$ cat config.mk
export PLATFORM = sky130hd
export DESIGN_NAME = taylor_sine_approximator
export DESIGN_NICKNAME = d
export VERILOG_FILES = /design/src/rtl/tsa_pkg.sv /design/src/rtl/tsa_ucode_seq.sv /design/src/rtl/tsa_mul.sv /design/src/rtl/tsa_datapath.sv /design/src/rtl/taylor_sine_approximator.sv
export SDC_FILE = /design/constraint.sdc
export NUM_CORES = 2
export LEC_CHECK = 0
export ABC_AREA = 1
export BUFFER_PORTS_ARGS = -buffer_cell sky130_fd_sc_hd__clkbuf_2
export CORE_UTILIZATION = 30
export CTS_BUF_LIST = sky130_fd_sc_hd__clkbuf_4
export CTS_CLUSTER_DIAMETER = 40
export CTS_CLUSTER_SIZE = 30
export DETAILED_ROUTE_END_ITERATION = 12
export PLACE_DENSITY = 0.53
export SYNTH_ARGS = -nofsm -noshare
export SYNTH_HDL_FRONTEND = slang
export SYNTH_SLANG_ARGS = --single-unit
$ cat constraint.sdc
create_clock -name clk -period 18.1 [get_ports clk]
set_clock_uncertainty 0.1 [all_clocks]
set_input_delay 1.81 -clock clk [delete_from_list [all_inputs] [get_ports clk]]
set_output_delay 1.81 -clock clk [all_outputs]
set_load 0.01 [all_outputs]
$ cat src/rtl/tsa_pkg.sv
// Shared types, constants, microcode ROM and rounding helper for the Taylor sine block.
// No dependencies; imported by every module of the block.
`timescale 1ns / 1ps
`default_nettype none

package tsa_pkg;

  // Fixed-point formats
  localparam int WORK_FRAC = 28;
  localparam int PW        = 68;  // product width
  localparam int MA        = 35;  // multiplier operand A width (signed)
  localparam int MB        = 33;  // multiplier operand B width (signed)
  localparam int SW        = 34;  // accumulator width

  localparam logic [2:0]  MAX_TERM_COUNT = 3'd5;
  localparam logic [30:0] PI_Q           = 31'd843314857;
  localparam logic [30:0] TWO_PI_Q       = 31'd1686629714;

  // floor(2^62 / TWO_PI_Q), i.e. 2^34 / (2*pi), for the turn-count estimate
  localparam int          RECIP_2PI_SH = 62;
  localparam logic [31:0] RECIP_2PI    = 32'((64'd1 << RECIP_2PI_SH) / 64'(TWO_PI_Q));

  localparam logic [PW-1:0] HALF_28 = PW'(1) << 27;
  localparam logic [PW-1:0] HALF_30 = PW'(1) << 29;

  // Datapath actions, one per microcode step
  typedef enum logic [3:0] {
    OP_NOP,
    OP_PREP,
    OP_MUL_DR,
    OP_MUL_QP,
    OP_REM,
    OP_CORR,
    OP_FIX,
    OP_MUL_XX,
    OP_RND_X2,
    OP_MUL_TX2,
    OP_RND_U,
    OP_MUL_UR,
    OP_RND_T,
    OP_ACC,
    OP_DONE
  } dp_op_t;

  // Jump conditions
  typedef enum logic [1:0] {
    JC_NEXT,
    JC_ONE_TERM,
    JC_MORE_TERMS
  } jcond_t;

  typedef logic [3:0] upc_t;

  // Program addresses
  localparam upc_t U_PREP   = 4'd0;
  localparam upc_t U_MUL_DR = 4'd1;
  localparam upc_t U_MUL_QP = 4'd2;
  localparam upc_t U_REM    = 4'd3;
  localparam upc_t U_CORR   = 4'd4;
  localparam upc_t U_FIX    = 4'd5;
  localparam upc_t U_MUL_XX = 4'd6;
  localparam upc_t U_RND_X2 = 4'd7;
  localparam upc_t U_TERM   = 4'd8;
  localparam upc_t U_RND_U  = 4'd9;
  localparam upc_t U_MUL_UR = 4'd10;
  localparam upc_t U_RND_T  = 4'd11;
  localparam upc_t U_ACC    = 4'd12;
  localparam upc_t U_DONE   = 4'd13;

  typedef struct packed {
    dp_op_t op;
    jcond_t cond;
    upc_t   target;
  } ucode_word_t;

  // Status flags from datapath to sequencer
  typedef struct packed {
    logic one_term;
    logic more_terms;
  } dp_flags_t;

  // Control program
  function automatic ucode_word_t ucode_rom(input upc_t addr);
    ucode_word_t w;
    case (addr)
      U_PREP:   w = '{op: OP_PREP,    cond: JC_NEXT,       target: U_PREP};
      U_MUL_DR: w = '{op: OP_MUL_DR,  cond: JC_NEXT,       target: U_PREP};
      U_MUL_QP: w = '{op: OP_MUL_QP,  cond: JC_NEXT,       target: U_PREP};
      U_REM:    w = '{op: OP_REM,     cond: JC_NEXT,       target: U_PREP};
      U_CORR:   w = '{op: OP_CORR,    cond: JC_NEXT,       target: U_PREP};
      U_FIX:    w = '{op: OP_FIX,     cond: JC_ONE_TERM,   target: U_DONE};
      U_MUL_XX: w = '{op: OP_MUL_XX,  cond: JC_NEXT,       target: U_PREP};
      U_RND_X2: w = '{op: OP_RND_X2,  cond: JC_NEXT,       target: U_PREP};
      U_TERM:   w = '{op: OP_MUL_TX2, cond: JC_NEXT,       target: U_PREP};
      U_RND_U:  w = '{op: OP_RND_U,   cond: JC_NEXT,       target: U_PREP};
      U_MUL_UR: w = '{op: OP_MUL_UR,  cond: JC_NEXT,       target: U_PREP};
      U_RND_T:  w = '{op: OP_RND_T,   cond: JC_NEXT,       target: U_PREP};
      U_ACC:    w = '{op: OP_ACC,     cond: JC_MORE_TERMS, target: U_TERM};
      U_DONE:   w = '{op: OP_DONE,    cond: JC_NEXT,       target: U_PREP};
      default:  w = '{op: OP_DONE,    cond: JC_NEXT,       target: U_PREP};
    endcase
    return w;
  endfunction

  // Q0.30 reciprocals of (2i)(2i+1)
  function automatic logic [27:0] recip_q30(input logic [2:0] idx);
    logic [27:0] r;
    case (idx)
      3'd0:    r = 28'd178956971;  // 1/6
      3'd1:    r = 28'd53687091;   // 1/20
      3'd2:    r = 28'd25565282;   // 1/42
      3'd3:    r = 28'd14913081;   // 1/72
      3'd4:    r = 28'd9761289;    // 1/110
      default: r = 28'd0;
    endcase
    return r;
  endfunction

  // Right shift by 28 or 30, rounding half away from zero
  function automatic logic signed [PW-1:0] rnd_shr(input logic signed [PW-1:0] p,
                                                   input logic by30);
    logic [PW-1:0] m;
    logic [PW-1:0] r;
    m = p[PW-1] ? (~p + PW'(1)) : p;
    r = by30 ? ((m + HALF_30) >> 30) : ((m + HALF_28) >> 28);
    return p[PW-1] ? $signed(~r + PW'(1)) : $signed(r);
  endfunction

endpackage

`default_nettype wire

$ cat src/rtl/tsa_ucode_seq.sv
// Microcode sequencer: step counter, control ROM lookup and conditional jumps.
// Depends on tsa_pkg.
`timescale 1ns / 1ps
`default_nettype none

module tsa_ucode_seq
  import tsa_pkg::*;
(
  input  wire logic      clk,
  input  wire logic      rst_n,
  input  wire logic      start,
  input  wire logic      start_bad,
  input  wire logic      out_hold,
  input  wire dp_flags_t flags,
  output logic           busy,
  output dp_op_t         exec_op
);

  logic        busy_r, busy_nxt;
  upc_t        upc_r, upc_nxt;
  ucode_word_t cw;
  logic        taken;

  assign cw   = ucode_rom(upc_r);
  assign busy = busy_r;

  // Jump condition
  always_comb begin
    case (cw.cond)
      JC_NEXT:       taken = 1'b0;
      JC_ONE_TERM:   taken = flags.one_term;
      JC_MORE_TERMS: taken = flags.more_terms;
      default:       taken = 1'b0;
    endcase
  end

  // Action issued this cycle; the final step waits for a free output register
  always_comb begin
    if (!busy_r) begin
      exec_op = OP_NOP;
    end else if (cw.op == OP_DONE && out_hold) begin
      exec_op = OP_NOP;
    end else begin
      exec_op = cw.op;
    end
  end

  // Step counter
  always_comb begin
    busy_nxt = busy_r;
    upc_nxt  = upc_r;
    if (!busy_r) begin
      if (start) begin
        busy_nxt = 1'b1;
        upc_nxt  = start_bad ? U_DONE : U_PREP;
      end
    end else if (cw.op == OP_DONE) begin
      if (!out_hold) begin
        busy_nxt = 1'b0;
      end
    end else begin
      upc_nxt = taken ? cw.target : upc_r + upc_t'(1);
    end
  end

  always_ff @(posedge clk) begin
    if (!rst_n) begin
      busy_r <= 1'b0;
      upc_r  <= U_PREP;
    end else begin
      busy_r <= busy_nxt;
      upc_r  <= upc_nxt;
    end
  end

endmodule

`default_nettype wire

$ cat src/rtl/tsa_mul.sv
// Shared registered signed multiplier of the series datapath.
// Depends on tsa_pkg.
`timescale 1ns / 1ps
`default_nettype none

module tsa_mul
  import tsa_pkg::*;
(
  input  wire logic                 clk,
  input  wire logic                 en,
  input  wire logic signed [MA-1:0] a,
  input  wire logic signed [MB-1:0] b,
  output logic signed [PW-1:0]      p
);

  logic signed [PW-1:0] p_r;

  // One product per enabled cycle, held otherwise
  always_ff @(posedge clk) begin
    if (en) begin
      p_r <= PW'(a) * PW'(b);
    end
  end

  assign p = p_r;

endmodule

`default_nettype wire

$ cat src/rtl/tsa_datapath.sv
// Datapath: range reduction by reciprocal multiplication, series terms and accumulator.
// Depends on tsa_pkg and tsa_mul.
`timescale 1ns / 1ps
`default_nettype none

module tsa_datapath
  import tsa_pkg::*;
#(
  parameter int ANGLE_FRAC_BITS = 24
) (
  input  wire logic               clk,
  input  wire logic               load,
  input  wire logic signed [31:0] angle,
  input  wire logic [2:0]         term_count,
  input  wire logic               bad,
  input  wire dp_op_t             op,
  output dp_flags_t               flags,
  output logic signed [31:0]      sine,
  output logic                    status
);

  localparam int SH = WORK_FRAC - ANGLE_FRAC_BITS;
  localparam int XW = 32 + SH;               // widened angle
  localparam int DW = 31 + SH;               // distance beyond pi
  localparam int QB = SH + 1;                // turn-count bits
  localparam int QS = RECIP_2PI_SH - SH;     // scale of the turn estimate

  localparam logic signed [SW-1:0] SAT_MAX = SW'(64'sd2147483647);
  localparam logic signed [SW-1:0] SAT_MIN = -SW'(64'sd2147483648);

  typedef enum logic [1:0] {SIDE_NONE, SIDE_POS, SIDE_NEG} side_t;

  logic signed [XW-1:0] x_r, x_nxt;
  logic [DW-1:0]        rem_r, rem_nxt;
  side_t                side_r, side_nxt;
  logic signed [31:0]   xr_r, xr_nxt;
  logic signed [MB-1:0] x2_r, x2_nxt;
  logic signed [MA-1:0] u_r, u_nxt;
  logic signed [31:0]   t_r, t_nxt;
  logic signed [SW-1:0] sum_r, sum_nxt;
  logic [2:0]           i_r, i_nxt;
  logic [2:0]           n_r, n_nxt;
  logic                 bad_r, bad_nxt;

  logic signed [XW:0]   x_ext;
  logic signed [XW:0]   pi_ext;
  logic signed [32:0]   m_ext;
  logic signed [32:0]   pi33;
  logic signed [PW-1:0] prod;
  logic signed [PW-1:0] rnd;
  logic signed [MA-1:0] mul_a;
  logic signed [MB-1:0] mul_b;
  logic                 mul_en;
  logic [2:0]           ridx;

  assign x_ext  = (XW + 1)'(x_r);
  assign pi_ext = $signed({{(XW - 30){1'b0}}, PI_Q});
  assign m_ext  = $signed({2'b00, rem_r[30:0]});
  assign pi33   = $signed({2'b00, PI_Q});
  assign ridx   = i_r - 3'd1;

  // Operand selection for the shared multiplier
  always_comb begin
    mul_en = 1'b0;
    mul_a  = MA'(t_r);
    mul_b  = x2_r;
    case (op)
      OP_MUL_DR: begin
        // turn-count estimate, never above the true count and at most one below
        mul_en = 1'b1;
        mul_a  = $signed({{(MA - 31){1'b0}}, rem_r[DW-1:SH]});
        mul_b  = $signed({1'b0, RECIP_2PI});
      end
      OP_MUL_QP: begin
        mul_en = 1'b1;
        mul_a  = $signed({{(MA - QB){1'b0}}, prod[QS+QB-1:QS]});
        mul_b  = $signed({2'b00, TWO_PI_Q});
      end
      OP_MUL_XX: begin
        mul_en = 1'b1;
        mul_a  = MA'(xr_r);
        mul_b  = MB'(xr_r);
      end
      OP_MUL_TX2: begin
        mul_en = 1'b1;
        mul_a  = MA'(t_r);
        mul_b  = x2_r;
      end
      OP_MUL_UR: begin
        mul_en = 1'b1;
        mul_a  = u_r;
        mul_b  = $signed({{(MB - 28){1'b0}}, recip_q30(ridx)});
      end
      default: begin
        mul_en = 1'b0;
      end
    endcase
  end

  tsa_mul u_mul (
    .clk (clk),
    .en  (mul_en),
    .a   (mul_a),
    .b   (mul_b),
    .p   (prod)
  );

  assign rnd = rnd_shr(prod, (op == OP_RND_T));

  // Next-value logic for each step
  always_comb begin
    x_nxt    = x_r;
    rem_nxt  = rem_r;
    side_nxt = side_r;
    xr_nxt   = xr_r;
    x2_nxt   = x2_r;
    u_nxt    = u_r;
    t_nxt    = t_r;
    sum_nxt  = sum_r;
    i_nxt    = i_r;
    n_nxt    = n_r;
    bad_nxt  = bad_r;
    if (load) begin
      x_nxt   = XW'(angle) <<< SH;
      n_nxt   = term_count;
      bad_nxt = bad;
    end
    case (op)
      OP_PREP: begin
        if (x_ext > pi_ext) begin
          side_nxt = SIDE_POS;
          rem_nxt  = DW'(x_ext - pi_ext);
        end else if (x_ext < -pi_ext) begin
          side_nxt = SIDE_NEG;
          rem_nxt  = DW'(-pi_ext - x_ext);
        end else begin
          side_nxt = SIDE_NONE;
          rem_nxt  = '0;
        end
      end
      // distance less whole turns, then at most one more turn off
      OP_REM: rem_nxt = rem_r - prod[DW-1:0];
      OP_CORR: begin
        if (rem_r >= DW'(TWO_PI_Q)) begin
          rem_nxt = rem_r - DW'(TWO_PI_Q);
        end
      end
      OP_FIX: begin
        case (side_r)
          SIDE_POS: xr_nxt = (rem_r == '0) ? 32'(pi33) : 32'(m_ext - pi33);
          SIDE_NEG: xr_nxt = (rem_r == '0) ? 32'(-pi33) : 32'(pi33 - m_ext);
          default:  xr_nxt = x_r[31:0];
        endcase
        t_nxt   = xr_nxt;
        sum_nxt = SW'(xr_nxt);
        i_nxt   = 3'd1;
      end
      OP_RND_X2: x2_nxt = rnd[MB-1:0];
      OP_RND_U:  u_nxt  = rnd[MA-1:0];
      OP_RND_T:  t_nxt  = -rnd[31:0];
      OP_ACC: begin
        sum_nxt = sum_r + SW'(t_r);
        i_nxt   = i_r + 3'd1;
      end
      default: begin
      end
    endcase
  end

  always_ff @(posedge clk) begin
    x_r    <= x_nxt;
    rem_r  <= rem_nxt;
    side_r <= side_nxt;
    xr_r   <= xr_nxt;
    x2_r   <= x2_nxt;
    u_r    <= u_nxt;
    t_r    <= t_nxt;
    sum_r  <= sum_nxt;
    i_r    <= i_nxt;
    n_r    <= n_nxt;
    bad_r  <= bad_nxt;
  end

  // Flags for the sequencer
  assign flags.one_term   = (n_r == 3'd1);
  assign flags.more_terms = (({1'b0, i_r} + 4'd1) < {1'b0, n_r});

  // Saturated result; zero for a bad term count
  always_comb begin
    if (bad_r) begin
      sine = '0;
    end else if (sum_r > SAT_MAX) begin
      sine = 32'sh7fffffff;
    end else if (sum_r < SAT_MIN) begin
      sine = 32'sh80000000;
    end else begin
      sine = sum_r[31:0];
    end
  end

  assign status = bad_r;

endmodule

`default_nettype wire

$ cat src/rtl/taylor_sine_approximator.sv
// Top level of the Taylor-series sine block: handshakes and the output register.
// Depends on tsa_pkg, tsa_ucode_seq, tsa_datapath.
//
//  channel   direction  handshake          word
//  in_       input      in_valid/in_stall   in_angle (Q7.24), in_term_count
//  out_      output     out_valid/out_stall out_sine_value (Q3.28), out_status
//
// An item runs through a control ROM, one step per cycle unless held, on a single shared
// multiplier. Range reduction takes six steps (turn count by reciprocal multiply, multiply
// back by 2*pi, subtract, one correction, fold); x squared two steps, each further term
// five steps. A single term goes from the fold to the final step, which a bad count
// enters at once. Reset (synchronous, rst_n low) empties the sequencer and the output
// register. A stalled result waits in the output register while the next word is already
// taken in; that word's final step then waits for the register to free.
`timescale 1ns / 1ps
`default_nettype none

module taylor_sine_approximator
  import tsa_pkg::*;
#(
  parameter int ANGLE_FRAC_BITS = 24
) (
  input  wire logic               clk,
  input  wire logic               rst_n,
  input  wire logic               in_valid,
  output logic                    in_stall,
  input  wire logic signed [31:0] in_angle,
  input  wire logic [2:0]         in_term_count,
  output logic                    out_valid,
  input  wire logic               out_stall,
  output logic signed [31:0]      out_sine_value,
  output logic                    out_status
);

  logic               busy;
  logic               accept;
  logic               bad;
  logic               out_hold;
  dp_op_t             exec_op;
  dp_flags_t          flags;
  logic signed [31:0] dp_sine;
  logic               dp_status;

  logic               out_valid_r, out_valid_nxt;
  logic signed [31:0] out_sine_value_r, out_sine_value_nxt;
  logic               out_status_r, out_status_nxt;

  // Input side
  assign in_stall = busy;
  assign accept   = in_valid && !busy;
  assign bad      = (in_term_count == 3'd0) || (in_term_count > MAX_TERM_COUNT);
  assign out_hold = out_valid_r && out_stall;

  tsa_ucode_seq u_seq (
    .clk       (clk),
    .rst_n     (rst_n),
    .start     (accept),
    .start_bad (bad),
    .out_hold  (out_hold),
    .flags     (flags),
    .busy      (busy),
    .exec_op   (exec_op)
  );

  tsa_datapath #(
    .ANGLE_FRAC_BITS (ANGLE_FRAC_BITS)
  ) u_dp (
    .clk        (clk),
    .load       (accept),
    .angle      (in_angle),
    .term_count (in_term_count),
    .bad        (bad),
    .op         (exec_op),
    .flags      (flags),
    .sine       (dp_sine),
    .status     (dp_status)
  );

  // Output register
  always_comb begin
    out_valid_nxt      = out_valid_r;
    out_sine_value_nxt = out_sine_value_r;
    out_status_nxt     = out_status_r;
    if (exec_op == OP_DONE) begin
      out_valid_nxt      = 1'b1;
      out_sine_value_nxt = dp_sine;
      out_status_nxt     = dp_status;
    end else if (out_valid_r && !out_stall) begin
      out_valid_nxt = 1'b0;
    end
  end

  always_ff @(posedge clk) begin
    if (!rst_n) begin
      out_valid_r <= 1'b0;
    end else begin
      out_valid_r <= out_valid_nxt;
    end
  end

  always_ff @(posedge clk) begin
    out_sine_value_r <= out_sine_value_nxt;
    out_status_r     <= out_status_nxt;
  end

  assign out_valid      = out_valid_r;
  assign out_sine_value = out_sine_value_r;
  assign out_status     = out_status_r;

endmodule

`default_nettype wire

Word-level counts from Yosys, hierarchy flattened:

Memories as Yosys holds them, arrays and structs flattened. A register that Yosys moved wholly into a read port is not among the register bits.
Index checks and enable logic that the tools add are counted.

* eq/ne operators: 26
* $lt $le $gt $ge: 7
* $mul: 1
* add/sub/neg operators: 16
* bitwise operators: 2
* multiplexer cells: 36
* reductions and logical operators: 19

Operator list (number)
* $mux 35: 5
* $pmux 28 s5: 1
* $pmux 35 s4: 1
* $pmux 33 s4: 1
* $pmux 32 s2: 2
* $pmux 35 s3: 1
* $mux 32: 3
* $sub 35x31->35 const B: 2
* $mul 35x33->68: 1
* $pmux 34 s2: 1
* $add 65x2->65 const B: 1
* $add 65x30->65 const B: 1
* $mux 65: 1
* $not 65->65: 1
* $add 63x28->63 const B: 1
* $gt 36x31->1 const B: 1
* $lt 36x31->1 const B: 1
* $mux 4: 9
* $add 35x1->35 const B: 1
* $ge 35x31->1 const B: 1
* $logic_not 35->1: 1
* $not 35->35: 1
* $sub 31x35->35 const A: 1
* $sub 35x35->35: 1
* other kinds (37): 67

* bits in read-only memories: 144
* logic and storage cells: 126
* input port bits: 39
* bits in registers: 349
* memories: 1
* output and inout port bits: 35

Memories
* (no name shown): words 16, width 9, rd ports 1, clocked after Yosys merged registers in 1, write ports 0, RTL line tsa_pkg.sv:85 `case (addr)`

Longest topological paths before layout:

* word-level depth: 11
* gate-level depth with buffers: 58
* mapped depth without buffers: 56

Cells and area by module:

From an unflattened synthesis, not the netlist that was laid out.

* cell total of the unflattened synthesis: 9720
* area, all modules: 72399.4 µm²

Modules (own cells, without submodules)
* tsa_mul: cells an instance 5827, seq. area each 2042.0 µm², area an instance 45981.6 µm², times used 1
* tsa_datapath: cells an instance 3733, seq. area each 7267.0 µm², area an instance 24597.3 µm², times used 1
* taylor_sine_approximator: cells an instance 49, seq. area each 1011.0 µm², area an instance 1076.0 µm², times used 1
* tsa_ucode_seq: cells an instance 111, seq. area each 240.2 µm², area an instance 744.5 µm², times used 1

Worst setup path after synthesis:

OpenSTA, ideal clock, no wires.

* path kind: input port to flip-flop
* from: input out_stall
* to: register u_dp.u_mul.p_r[61], in the netlist u_dp.u_mul.p[61] (data pin)
* library setup time: 0.252 ns
* buffers on the path: 4
* data required time: 17.748 ns
* setup slack: 6.869 ns
* cell stages on the path: 48
* arrival time: 10.879 ns
* cells stage by stage: nand2_1 > inv_1 > nand3_2 > nand2_2 > nor2_4 > nand2_1 > nor2_1 > nor2_1 > inv_1 > nor2_1 > inv_1 > clkbuf_1 > clkbuf_1 > o21ai_0 > clkbuf_1 > clkbuf_1 > nor2_1 > fa_1 > [... 12 more ...] > inv_1 > ha_1 > a21oi_1 > inv_1 > a31oi_1 > o21ai_0 > a21boi_0 > o21ai_1 > a21oi_1 > o21ai_1 > a21boi_0 > o21ai_0 > a21boi_1 > o21bai_1 > nand2_1 > nand2_1 > nand2_1 > nand2_1

* word-level cells in the longest chain between the ends: 7
* elaborated cells on any way between the ends: 11
* those cells by class: 1 x mul; 4 x eq/ne; 4 x mux; 2 x reduce/logical

RTL lines
* from (decl): RTL line taylor_sine_approximator.sv:30 `input wire logic out_stall,`
* $logic_and 1x1->1 *: RTL line taylor_sine_approximator.sv:52 `assign out_hold = out_valid_r && out_stall;`
* $logic_and 1x1->1 *: RTL line tsa_ucode_seq.sv:41 `end else if (cw.op == OP_DONE && out_hold) begin`
* $mux 4 *: RTL line tsa_ucode_seq.sv:41
* $mux 4 *: RTL line tsa_ucode_seq.sv:39 `if (!busy_r) begin`
* $eq 4x4->1, or another cell as far along: RTL line tsa_datapath.sv:67 `case (op)`
* $pmux 35 s4 or $pmux 33 s4 (tied branches): RTL line tsa_datapath.sv:67
* $mul 35x33->68 *: RTL line tsa_mul.sv:21 `p_r <= PW'(a) * PW'(b);`
* to (signal assigned): RTL line tsa_mul.sv:21
* to (decl): RTL line tsa_mul.sv:16 `logic signed [PW-1:0] p_r;`

Every way passes the cells marked *; elsewhere a longest branch is shown, timed or not.
A chain may end at the register's enable or synchronous reset.

Worst setup path after layout:

* from: input out_stall
* to: register u_dp.u_mul.p_r[57], in the netlist u_dp.u_mul.p[57] (data pin)

The elaborated chain is that of the path after synthesis.

==> impl_metrics.toml <==
[timing]
slew_headroom_pct = 17.0
hold_ws_ps = 422
fin_ws_ps = 3910
tightest_slew_ps = 1230
setup_viol = 0
hold_violations = 0
timing.final.crit_share_pct = 78.4
finalSetupTns_ps = 0
rsz0062_at_grt = "no"
fin_crit_ps = 14190
clock.fmax_ghz = 0.0705
maxSlewViolCount = 0

[critical_path]
arrival_ps = 14780
path_depth = 50
crit-reg2reg-capture = "u_dp.u_mul.p[57]"
cp-start-kind = "input port"
max_stage_delay_ps = 850
r2r-start = "u_seq.busy"
cp_slowest_cell = "clkinv_1"
endpoint_kind = "flip-flop"
crit_type = "in2reg"
critical_path_peak_fanout = 46
cp_data_required_time_ps = 18690
rr_worst_depth = 44
cp.buffers_inverters = 15
crit_family = "adder cells"
reg2reg_slack_ps = 4230

[synthesis]
syn_avg_cell_area_um2 = 7.95
synth_area_leader_cell = "fa_1"
synth.top_cell.area_share_pct = 35.9
synth_area_mm2 = 0.0675
ys.flop_type = "edfxtp_1"
synthCells = 8488
async_reset_ff_share_pct = 0
synthMostInstantiatedCell = "inv_1"
synth_fp_nets = 10054
synthTopCellsByArea = "fa_1, edfxtp_1, inv_1, nand2_1, nor2_1"
synth_common_cells = "inv_1, nand2_1, fa_1, nor2_1, edfxtp_1"
ys_seq_area_share_pct = 15.6
ys_ff_latch = 354
ys_warn_count = 0
synth_edf_count = 341
ys_types = 64

[clocking]
cts-htree-levels = 3
clock_latency_ps = 1080
cts_sinks = 354
hold_buffers = 0
post-cts-setup-buffers = 0
post_cts_resized = 0
path_clk_slew_ps = 100
cts-buffers-inserted = 68
tritoncts = "yes"
cts_buffer_depth = 3
cts_root_buf = "clkbuf_4"

[global_routing]
grt_use_total_pct = 24.1
grt_start_max_net_pins = 70
grt_pass1_wl_um = 403000
grt_pass1_vias = 59223
grt-ovfl-total = 0
grt_antenna_before_repair = 16

[routing]
via_per_inst = 5.11
drcViolationCount = 0
wirelength_um = 276000
avgRoutedWirePerCell_um = 24.0
ant_nets = 0
drt-initial-drc-count = 6248
drt_pre_antenna_iters = 8
num_vias = 58876

[worst_hold_path]
holdPathStages = 2
hp-class = "reg2reg"
whs_endpoint = "u_seq.upc_r[1]"
hold_start = "u_seq.upc_r[1]"

[floorplan]
ios = 74
die_w_um = 476
die_y_um = 476
dieArea_mm2 = 0.227
num_rows = 173
core_area_mm2 = 0.223
initial_utilization_pct = 30.3

[placement]
pre_cts_ws_ps = 3220
port-buffer-count = 73
gp_congestion = 0.975
dpl.hpwl_um = 216000

[finish]
nFillCells = 23786
drive_above_1_share_pct = 6.30
area_growth_pct = 7.72
nets = 10042

[run]
drv_cap = 0

[run_status]
outcome = "complete, no violations"
## layout make-up
| type | instances | area [µm²] | share of cell area (%) |
|---|---|---|---|
| Clock buffer | 72 | 541 | 0.743 |
| Multi-Input combinational cell | 6027 | 49300 | 67.7 |
| Inverter | 1824 | 6850 | 9.41 |
| Tap cell | 2975 | 3720 | 5.12 |
| Sequential cell | 354 | 10500 | 14.4 |
| Antenna cell | 8 | 20.0 | 0.0275 |
| Clock inverter | 52 | 510 | 0.702 |
| Timing Repair Buffer | 201 | 1330 | 1.82 |
## how the worst max path moves through the flow
| stage | from | endpoint | slack (ps) |
|---|---|---|---|
| after detailed placement | out_stall | u_dp.u_mul.p[57] | 3220 |
| after global placement | out_stall | u_dp.u_mul.p[61] | 3250 |
| final | out_stall | u_dp.u_mul.p[57] | 3910 |
| after CTS | out_stall | u_dp.u_mul.p[57] | 4230 |
| after global routing | out_stall | u_dp.u_mul.p[57] | 3460 |
| after floorplan | out_stall | u_dp.u_mul.p[61] | 6870 |
## metrics by stage
| step | instances | instance area, µm² | util (%) |
|---|---|---|---|
| final | 11513 | 72700 | 32.6 |
| after global routing | 11511 | 72700 | 32.6 |
| after CTS | 11505 | 72700 | 32.6 |
| after detailed placement | 11381 | 71700 | 32.1 |
| after global placement | 11381 | 71700 | 32.1 |
| after floorplan | 8488 | 67500 | - |
## sequential cells by signal (all words and copies together) (netlist names), 33 cells and up
signal,count
u_dp.u_mul.p,66
u_dp.u_r,35
u_dp.sum_r,34
u_dp.rem_r,35
u_dp.x2_r,33
## cell usage in the layout (no fill, tap or decap), types with 9 or more instances in the layout
master / n
nand2_1: 1680
inv_2: 19
o21ai_2: 21
nand3_1: 339
inv_1: 1773
xnor2_1: 59
a21oi_1: 256
o22ai_1: 15
nor2_1: 1174
or2_2: 28
a21oi_2: 15
nor2_2: 39
nand2_2: 42
nand3_2: 12
ha_1: 318
o21ai_1: 18
o2111ai_1: 17
clkbuf_4: 72
buf_4: 128
inv_6: 13
nor2_4: 18
a31oi_1: 47
clkinv_1: 38
nor4_1: 13
clkinv_4: 11
o221ai_1: 11
xor2_1: 144
o21bai_1: 9
nand3b_1: 13
edfxtp_1: 341
nor3_1: 53
o21a_1: 18
nand4_1: 52
dfxtp_1: 13
fa_1: 1209
clkbuf_2: 73
o211ai_1: 55
o21ai_0: 269
## worst register-to-register path, delay by kind of cell (launching register included)
kind                       cells  cell delay (ps)
AOI/OAI and AO/OA             12             3220
adders and majority gates      9             4310
buffers and inverters         13             3570
and+or+nand+nor               10             1670
DFF                            1              710
## cell families (layout without fill, tap and decap cells)
family / Yosys count / count (layout) / synth area share, %
adders and majority gates: 1527 / 1527 / 41.7
AOI/OAI and AO/OA: 813 / 813 / 6.91
other: 0 / 8 / 0
and+or+nand+nor: 3483 / 3483 / 21.3
DFF: 354 / 354 / 15.6
xor gates and xnor gates: 203 / 203 / 2.63
muxes: 1 / 1 / 0.0148
buffers and inverters: 2107 / 2149 / 11.8
## per-layer routing
| layer | routed length [µm] | GRT usage [%] | vias up |
|---|---|---|---|
| li1 | - | - | 25849 |
| met1 | 114000 | 32.4 | 29570 |
| met2 | 124000 | 37.8 | 2848 |
| met3 | 23700 | 4.05 | 603 |
| met4 | 14600 | 10.9 | 6 |
| met5 | 49 | 0 | - |
Power is left out: the tool's default activity adds up to more than one toggle a clock period on the data nets, which glitch-free logic cannot reach.
